`src/rtl/iirl_pkg.sv`:
```
`default_nettype none
// ----------------------------------------------------------------------------
// iirl_pkg: shared types and constants for the indexed insert/remove list
// Command and status codes, field widths and the control word that the list
// controller broadcasts to every storage cell.
// ----------------------------------------------------------------------------
package iirl_pkg;

    // Default list depth
    localparam int DEPTH_DEF = 64;

    // Fixed field widths
    localparam int CMD_W   = 3;
    localparam int POS_W   = 7;
    localparam int WORD_W  = 32;
    localparam int STAT_W  = 2;
    localparam int OCNT_W  = 7;
    localparam int IN_TDATA_W  = 48;   // 42 bits of fields, padded to bytes
    localparam int OUT_TDATA_W = 48;   // 41 bits of fields, padded to bytes

    // Command codes
    localparam logic [CMD_W-1:0] CMD_INSERT   = 3'd0;
    localparam logic [CMD_W-1:0] CMD_REMOVE   = 3'd1;
    localparam logic [CMD_W-1:0] CMD_GET      = 3'd2;
    localparam logic [CMD_W-1:0] CMD_PUSHBACK = 3'd3;
    localparam logic [CMD_W-1:0] CMD_POPBACK  = 3'd4;

    // Status codes
    localparam logic [STAT_W-1:0] ST_OK    = 2'd0;
    localparam logic [STAT_W-1:0] ST_RANGE = 2'd1;
    localparam logic [STAT_W-1:0] ST_FULL  = 2'd2;
    localparam logic [STAT_W-1:0] ST_EMPTY = 2'd3;

    // Broadcast control to the cell chain
    typedef struct packed {
        logic ins;   // open a gap at the position, write the new word there
        logic rem;   // close the gap at the position
    } t_cell_ctl;

endpackage
`default_nettype wire

```
`src/rtl/iirl_cell.sv`:
```
`default_nettype none
// ----------------------------------------------------------------------------
// iirl_cell: one storage place of the list
// Holds one word. On insert it takes its lower neighbour's word (or the new
// word at the insert place); on remove it takes its upper neighbour's word.
// Presents its word on the read bus when its index matches the position.
// ----------------------------------------------------------------------------
module iirl_cell #(
    parameter int AW  = 6,
    parameter int IDX = 0
) (
    input  wire logic                        i_clk,
    input  wire iirl_pkg::t_cell_ctl         i_ctl,
    input  wire logic [AW-1:0]               i_pos,
    input  wire logic [iirl_pkg::WORD_W-1:0] i_value,
    input  wire logic [iirl_pkg::WORD_W-1:0] i_lower,
    input  wire logic [iirl_pkg::WORD_W-1:0] i_upper,
    output logic      [iirl_pkg::WORD_W-1:0] o_word,
    output logic      [iirl_pkg::WORD_W-1:0] o_rd
);
    import iirl_pkg::*;

    localparam logic [AW-1:0] MY_IDX = AW'(IDX);

    logic [WORD_W-1:0] r_word;
    logic [WORD_W-1:0] n_word;
    logic              w_hit;
    logic              w_above;

    assign w_hit   = (MY_IDX == i_pos);
    assign w_above = (MY_IDX > i_pos);

    // next word: shift up, load, shift down or hold
    always_comb begin
        n_word = r_word;
        if (i_ctl.ins) begin
            if (w_above) begin
                n_word = i_lower;
            end else if (w_hit) begin
                n_word = i_value;
            end
        end else if (i_ctl.rem) begin
            if (w_above || w_hit) begin
                n_word = i_upper;
            end
        end
    end

    // payload, no reset
    always_ff @(posedge i_clk) begin
        r_word <= n_word;
    end

    assign o_word = r_word;
    assign o_rd   = w_hit ? r_word : '0;

endmodule
`default_nettype wire

```
`config.mk`:
```
export PLATFORM = sky130hd
export DESIGN_NAME = iirl_cell
export DESIGN_NICKNAME = d
export VERILOG_FILES = /design/src/rtl/iirl_pkg.sv /design/src/rtl/iirl_cell.sv
export SDC_FILE = /design/constraint.sdc
export NUM_CORES = 1
export LEC_CHECK = 0
export ABC_AREA = 1
export BUFFER_PORTS_ARGS = -buffer_cell sky130_fd_sc_hd__clkbuf_2
export CORE_MARGIN = 4
export CORE_UTILIZATION = 38
export CTS_BUF_LIST = sky130_fd_sc_hd__clkbuf_4
export DETAILED_ROUTE_END_ITERATION = 16
export PLACE_DENSITY = 0.92
export SYNTH_ARGS = -nofsm -noshare
export SYNTH_HDL_FRONTEND = slang
export SYNTH_SLANG_ARGS = --single-unit
```
`constraint.sdc`:
```
create_clock -name i_clk -period 2.9 [get_ports i_clk]
set_input_delay 0.145 -clock i_clk [delete_from_list [all_inputs] [get_ports i_clk]]
set_output_delay 0.145 -clock i_clk [all_outputs]
set_load 0.03 [all_outputs]
```
# Word level (Yosys, flattened, before mapping)
# Cells that the tools add are included.
dict set report classes {
  n_lt_le_gt_ge 1
  n_eq_ne 1
  mux 6
  n_reduce_logical 5
}
# op count
set op_table {}
lappend op_table {{$mux 32} 6}
lappend op_table {{$gt 1x6->1 const A} 1}
lappend op_table {{$logic_not 6->1} 1}
lappend op_table {{$reduce_bool 2->1} 2}
lappend op_table {{$ne 3x1->1 const B} 1}
lappend op_table {{$reduce_and 3->1} 1}
lappend op_table {{$logic_or 1x1->1} 1}
dict set report totals {
  regBits 32
  in_bits 105
  out_inout_bits 64
  elab_cells 14
}

# Longest topological paths before layout
# Gate-level depths: netlist of run 1.
dict set report logic_depth {
  depth_word 5
  depth_mapped 4
  mapped_depth_nobuf 3
}

# Least setup slack after synthesis of run 1
# Ideal clock, no wire load.
dict set report synth_timing {
  path_kind {input-to-reg}
  from {input i_pos[1]}
  to {register r_word[0], in the netlist o_word[0] (enable)}
  setup_time_ns 0.421
  arrival_ns 1.801
  t_required_ns 2.479
  path_slack_ns 0.678
  stages 3
  n_path_buf 0
  cell_sequence {nor2_1 > nand3_2 > nor2_1}
}
dict set report synth_via {
  elab_chain_cells 4
  elab_cells_between_ends 6
  cone_classes {order compare: 1; eq/ne: 1; reduce/logical: 4}
}
# element line_no
set synth_rtl {}
lappend synth_rtl {{from (decl)} iirl_cell.sv:14} ;# input wire logic [AW-1:0] i_pos,
lappend synth_rtl {{$gt 1x6->1 or $logic_not 6->1 (tied branches)} {iirl_cell.sv:31, iirl_cell.sv:30}}
lappend synth_rtl {{$logic_or 1x1->1} iirl_cell.sv:43} ;# if (w_above || w_hit) begin
lappend synth_rtl {{$reduce_bool 2->1 (no source line)} -}
lappend synth_rtl {{$reduce_and 3->1 (no source line) (*)} -}
lappend synth_rtl {{to (signal assigned)} iirl_cell.sv:51} ;# r_word <= n_word;
lappend synth_rtl {{to (decl)} iirl_cell.sv:25} ;# logic [WORD_W-1:0] r_word;
# Mark *: on every way between the ends. The rest lies on a longest branch, timed or not.
# A chain may end at the register's enable or synchronous reset.

# Worst setup path after layout of run 1
dict set report layout_timing {
  from {input i_pos[3]}
  to {output o_rd[11] in the netlist's numbering}
}
dict set report layout_via {
  elab_chain_cells 2
}
# element line_no
set layout_rtl {}
lappend layout_rtl {{$logic_not 6->1} iirl_cell.sv:30} ;# assign w_hit = (MY_IDX == i_pos);
lappend layout_rtl {{$mux 32} iirl_cell.sv:55} ;# assign o_rd = w_hit ? r_word : '0;
lappend layout_rtl {{to (decl)} iirl_cell.sv:19} ;# output logic [iirl_pkg::WORD_W-1:0] o_rd
# No other way between the ends.

==> impl_metrics.env, run 1 <==
export IMPL_cts_sinks=32
export IMPL_synth_top_family_by_area="simple AND/OR/NAND/NOR gates"
export IMPL_grt_pass1_vias=1745
export IMPL_required_ns=2.76
export IMPL_dpl_hpwl_um=3770
export IMPL_cp_slowest_stage_delay_ns=0.31
export IMPL_fmax_mhz=764
export IMPL_period_minus_slack_ns=1.31
export IMPL_synth_distinct_cells=11
export IMPL_largest_reg_flops=32
export IMPL_gr_total_overflow=0
export IMPL_yosys_area_share_simple=0.202
export IMPL_peakVddDrop_mv=0.200
export IMPL_clk_path_buf_depth=2
export IMPL_hold_slack_ns=0.0950
export IMPL_final_core_util=0.573
export IMPL_diodes=0
export IMPL_syn_avg_cell_area_sq_um=8.61
export IMPL_drv_cap=0
export IMPL_layout_common_cells="clkbuf_2 (136), inv_1 (64), nand2_1 (32), o21ai_0 (32), edfxtp_1 (32)"
export IMPL_design_die_area_sq_um=5870
export IMPL_cts_tree="yes"
export IMPL_finalPower_uw=894
export IMPL_routedWlPerCell_um=11.8
export IMPL_path_common_cell="clkbuf_2"
export IMPL_grt_pass1_wl_um=7620
export IMPL_die_h_um=76.6
export IMPL_finalSetupTns_ns=0
export IMPL_antenna_found_initial=0
export IMPL_cts_repair_resized=0
export IMPL_powerDensity_nw_per_um2=351
export IMPL_port_buffers=136
export IMPL_place_inst=388
export IMPL_fillers=398
export IMPL_synth_fa_ha_area_frac=0
export IMPL_drive_above_1_share=0.517
export IMPL_drc=0
export IMPL_grt_max_degree=65
export IMPL_instances_no_fill=396
export IMPL_end_kind="output pin"
export IMPL_syn_area_sq_um=1790
export IMPL_cp_cell_sequence="clkbuf_2, nor2_1, nand3_2, buf_4, nor2_2, clkbuf_2"
export IMPL_drt_pass1_iterations=4
export IMPL_synth_xor_area_frac=0
export IMPL_ant_nets=0
export IMPL_synth_seq_cells=32
export IMPL_relSlewSlack=0.410
export IMPL_nets=448
export IMPL_critical_path_max_fanout=32
export IMPL_rsz0062_at_grt="false"
export IMPL_path_class="in -> out"
export IMPL_cts_hold_buf=0
export IMPL_leakage_uw=0.00146
export IMPL_drt_initial_drc_count=98
export IMPL_syn_inst=208
export IMPL_seq_area_frac_synth=0.537
export IMPL_holdCritStartpoint="i_value[9]"
export IMPL_coreArea_sq_um=4440
export IMPL_cp_data_arrival_time_ns=1.16
export IMPL_track_usage=0.162
export IMPL_io_pin_count=169
export IMPL_htreeDepth=2
export IMPL_cts_setup_buffers=0
export IMPL_area_growth_pct=42.3
export IMPL_synth_mux_area_frac=0
export IMPL_route_vias_total=1722
export IMPL_cts_clk_slew_worst_paths_ns=0.10
export IMPL_dieWidth_um=76.6
export IMPL_routabilityCongestion=0.826
export IMPL_cts_root_buf="clkbuf_4"
export IMPL_status="finished, final reports clean"
export IMPL_worst_pin_slew_ns=0.883
export IMPL_synth_compound_area_frac=0.0894
export IMPL_cts_buffers=5
export IMPL_yosysWarnings=0
export IMPL_startpoint="i_pos[3]"
export IMPL_slew_violations=0
export IMPL_synth_nets=313
export IMPL_final_common_cell="clkbuf_2"
export IMPL_wl_um=4670
export IMPL_crit_path_start_kind="primary input"
export IMPL_hold_viol_final=0
export IMPL_period_share=0.452
export IMPL_rows=24
export IMPL_hp_class="in -> reg"
export IMPL_start_util=0.403
export IMPL_vias_per_cell=4.35
export IMPL_setup_viol=0
export IMPL_slowest_stage="buf_4"
## metrics by stage
step,instance area (sq um),setup slack [ns]
2_1_floorplan,1790,0.678
3_3_place_gp,2490,1.36
3_5_place_dp,2490,1.31
4_1_cts,2550,1.58
5_1_grt,2550,1.48
6_report,2550,1.59
## cells in the mapped netlist
library cell,n,share of area
edfxtp_1,32,0.54
o21ai_0,32,0.089
buf_2,6,0.017
nand3_2,1,0.0056
nor2_4,3,0.019
inv_1,64,0.13
buf_6,3,0.019
clkbuf_1,1,0.0021
nor2_2,28,0.098
nand2_1,32,0.067
nor2_1,6,0.013
## worst paths after layout
| path | end | cells after the start |
|---|---|---|
| setup / recovery | o_rd[11] | 6 |
| hold / removal | o_word[9] | 3 |
## cells by family (layout without fill, tap and decap cells)
logic type | Yosys count | after routing
simple gates | 70 | 70
flops | 32 | 32
buf+inv | 74 | 210
compound gates | 32 | 32
## critical path: cells and delay by family
family | cells | cell delay [ns]
buf+inv | 3 | 0.61
simple gates | 3 | 0.39
## power breakdown
group | switching [uW] | internal, uW
sequential | 2.16 | 517
clock | 142 | 112
combinational | 65.3 | 56.0
## routing by layer
| metal | vias up | share of wire | global-route usage |
|---|---|---|---|
| li1 | 886 | - | - |
| met1 | 747 | 0.34 | 0.141 |
| met2 | 79 | 0.57 | 0.337 |
| met3 | 10 | 0.067 | 0.0307 |
| met4 | 0 | 0.021 | 0.0833 |
| met5 | - | 0 | 0 |
## layout make-up
type / instances / area (sq um) / area share
clock buffers: 7 / 52.6 / 0.0206
multi-input cells: 102 / 529 / 0.208
well taps: 52 / 65.1 / 0.0255
clock inverters: 1 / 3.75 / 0.00147
inverters: 64 / 240 / 0.0943
repair buffers: 138 / 696 / 0.273
flip-flops and latches: 32 / 961 / 0.377
Power figures use the tool's default switching activity.
==> run 2: changes to the inputs <==
==> constraint.sdc (replaced) <==
create_clock -name i_clk -period 1.3 [get_ports i_clk]
set_input_delay 0.065 -clock i_clk [delete_from_list [all_inputs] [get_ports i_clk]]
set_output_delay 0.065 -clock i_clk [all_outputs]
set_load 0.03 [all_outputs]
==> run 2 against run 1 <==
  * Flip-flop and latch count is the same
  * Worst hold slack lost 0.075 ns
  * Sequential share of layout area shrank 1.1 points
==> impl_metrics.env, run 2 (same netlist as run 1, synthesis figures left out) <==
export IMPL_cts_tree="yes"
export IMPL_start_util=0.403
export IMPL_drt_pass1_iterations=4
export IMPL_rows=24
export IMPL_ant_nets=0
export IMPL_p_seq_frac=0.538
export IMPL_critical_path_max_fanout=2
export IMPL_slowest_stage="edfxtp_1"
export IMPL_final_core_util=0.590
export IMPL_nets=455
export IMPL_cts_hold_buf=2
export IMPL_end_kind="output pin"
export IMPL_cts_root_buf="clkbuf_4"
export IMPL_dpl_hpwl_um=3910
export IMPL_route_vias_total=1720
export IMPL_io_pin_count=169
export IMPL_largest_reg_flops=32
export IMPL_layout_setup_ws_ns=0.162
export IMPL_finalSetupTns_ns=0
export IMPL_cp_data_arrival_time_ns=1.07
export IMPL_dieWidth_um=76.6
export IMPL_htreeDepth=2
export IMPL_cp_slowest_stage_delay_ns=0.38
export IMPL_port_buffers=136
export IMPL_power_internal_uw=1680
export IMPL_grt_max_degree=40
export IMPL_drc=0
export IMPL_wl_um=4700
export IMPL_required_ns=1.24
export IMPL_area_growth_pct=46.5
export IMPL_pwr_share_clk=0.333
export IMPL_period_share=0.875
export IMPL_cts_buffers=5
export IMPL_swShare=0.221
export IMPL_drv_cap=0
export IMPL_routedWlPerCell_um=11.7
export IMPL_design_die_area_sq_um=5870
export IMPL_cts_setup_buffers=0
export IMPL_p_comb_frac=0.129
export IMPL_cts_clk_slew_worst_paths_ns=0.10
export IMPL_switchingPower_uw=475
export IMPL_hold_viol_final=0
export IMPL_relSlewSlack=0.769
export IMPL_fmax_mhz=879
export IMPL_peakVddDrop_mv=0.519
export IMPL_placed_cell_area_sq_um=2530
export IMPL_gr_total_overflow=0
export IMPL_period_minus_slack_ns=1.14
export IMPL_track_usage=0.161
export IMPL_setup_viol=0
export IMPL_grt_pass1_wl_um=7510
export IMPL_slew_violations=0
export IMPL_path_class="reg -> out"
export IMPL_clk_path_buf_depth=2
export IMPL_worst_pin_slew_ns=0.346
export IMPL_vias_per_cell=4.27
export IMPL_crit_family="flip-flops"
export IMPL_crit_path_start_kind="flip-flop"
export IMPL_antenna_found_initial=0
export IMPL_cts_repair_resized=0
export IMPL_dpl_worst_slack_ns=0.192
export IMPL_drt_initial_drc_count=101
export IMPL_leakage_uw=0.00150
export IMPL_layout_common_cells="clkbuf_2 (136), inv_1 (64), nand2_1 (32), o21ai_0 (32), edfxtp_1 (32)"
export IMPL_status="finished, final reports clean"
export IMPL_path_buf_inv=2
export IMPL_powerDensity_nw_per_um2=820
export IMPL_drive_above_1_share=0.519
export IMPL_final_common_cell="clkbuf_2"
export IMPL_cts_sinks=32
export IMPL_diodes=0
export IMPL_final_cell_area_sq_um=2620
export IMPL_coreArea_sq_um=4440
export IMPL_die_h_um=76.6
export IMPL_rsz0062_at_grt="false"
export IMPL_grt_pass1_vias=1666
export IMPL_cp_cell_sequence="inv_1, nor2_2, clkbuf_2"
export IMPL_hp_class="in -> reg"
export IMPL_routabilityCongestion=0.818
[run 2: changes by cell type in the layout (fill, tap and decap cells not counted)]
cell           change
clkinv_1           +1
clkbuf_4           -2
buf_4              +5
bufinv_16          +1
dlygate4sd3_1      +2
[run 2: path summary, 6_finish.rpt]
path | start | to | slack [ns] | cells after the start
hold / removal | i_value[8] | o_word[8] | 0.02 | 3
setup / recovery | o_word[19] | o_rd[19] | 0.16 | 3
[run 2: routing by layer]
metal | global-route usage | vias to the layer above | wire length (um)
met5 | 0 | - | 0
met4 | 0.0688 | 0 | 66
met3 | 0.0284 | 8 | 287
met2 | 0.328 | 73 | 2700
met1 | 0.154 | 739 | 1640
li1 | - | 900 | -
[run 2: metrics by stage]
step	cells	total power [uW]	hold WS [ns]
floorplan	208	1320	0.252
finish	403	2150	0.0205
global placement	393	1450	0.340
CTS	403	2180	0.000284
global route	403	2250	0.0106
detailed placement	393	1460	0.345
[run 2: cell type report]
| type | count | area, sq um |
|---|---|---|
| Clock buffer | 5 | 37.5 |
| Sequential cell | 32 | 961 |
| Multi-Input combinational cell | 102 | 529 |
| Inverter | 64 | 240 |
| Clock inverter | 3 | 37.5 |
| Timing Repair Buffer | 145 | 753 |
| Tap cell | 52 | 65.1 |
| Fill cell | 373 | 1820 |
[run 2: power by group through the flow]
stage / sequential, uW / clock, uW / combinational (uW)
after floorplan: 1200 / 0 / 117
after global placement: 1180 / 0 / 266
after detailed placement: 1180 / 0 / 277
after CTS: 1160 / 742 / 283
after global routing: 1160 / 779 / 316
final: 1160 / 717 / 278
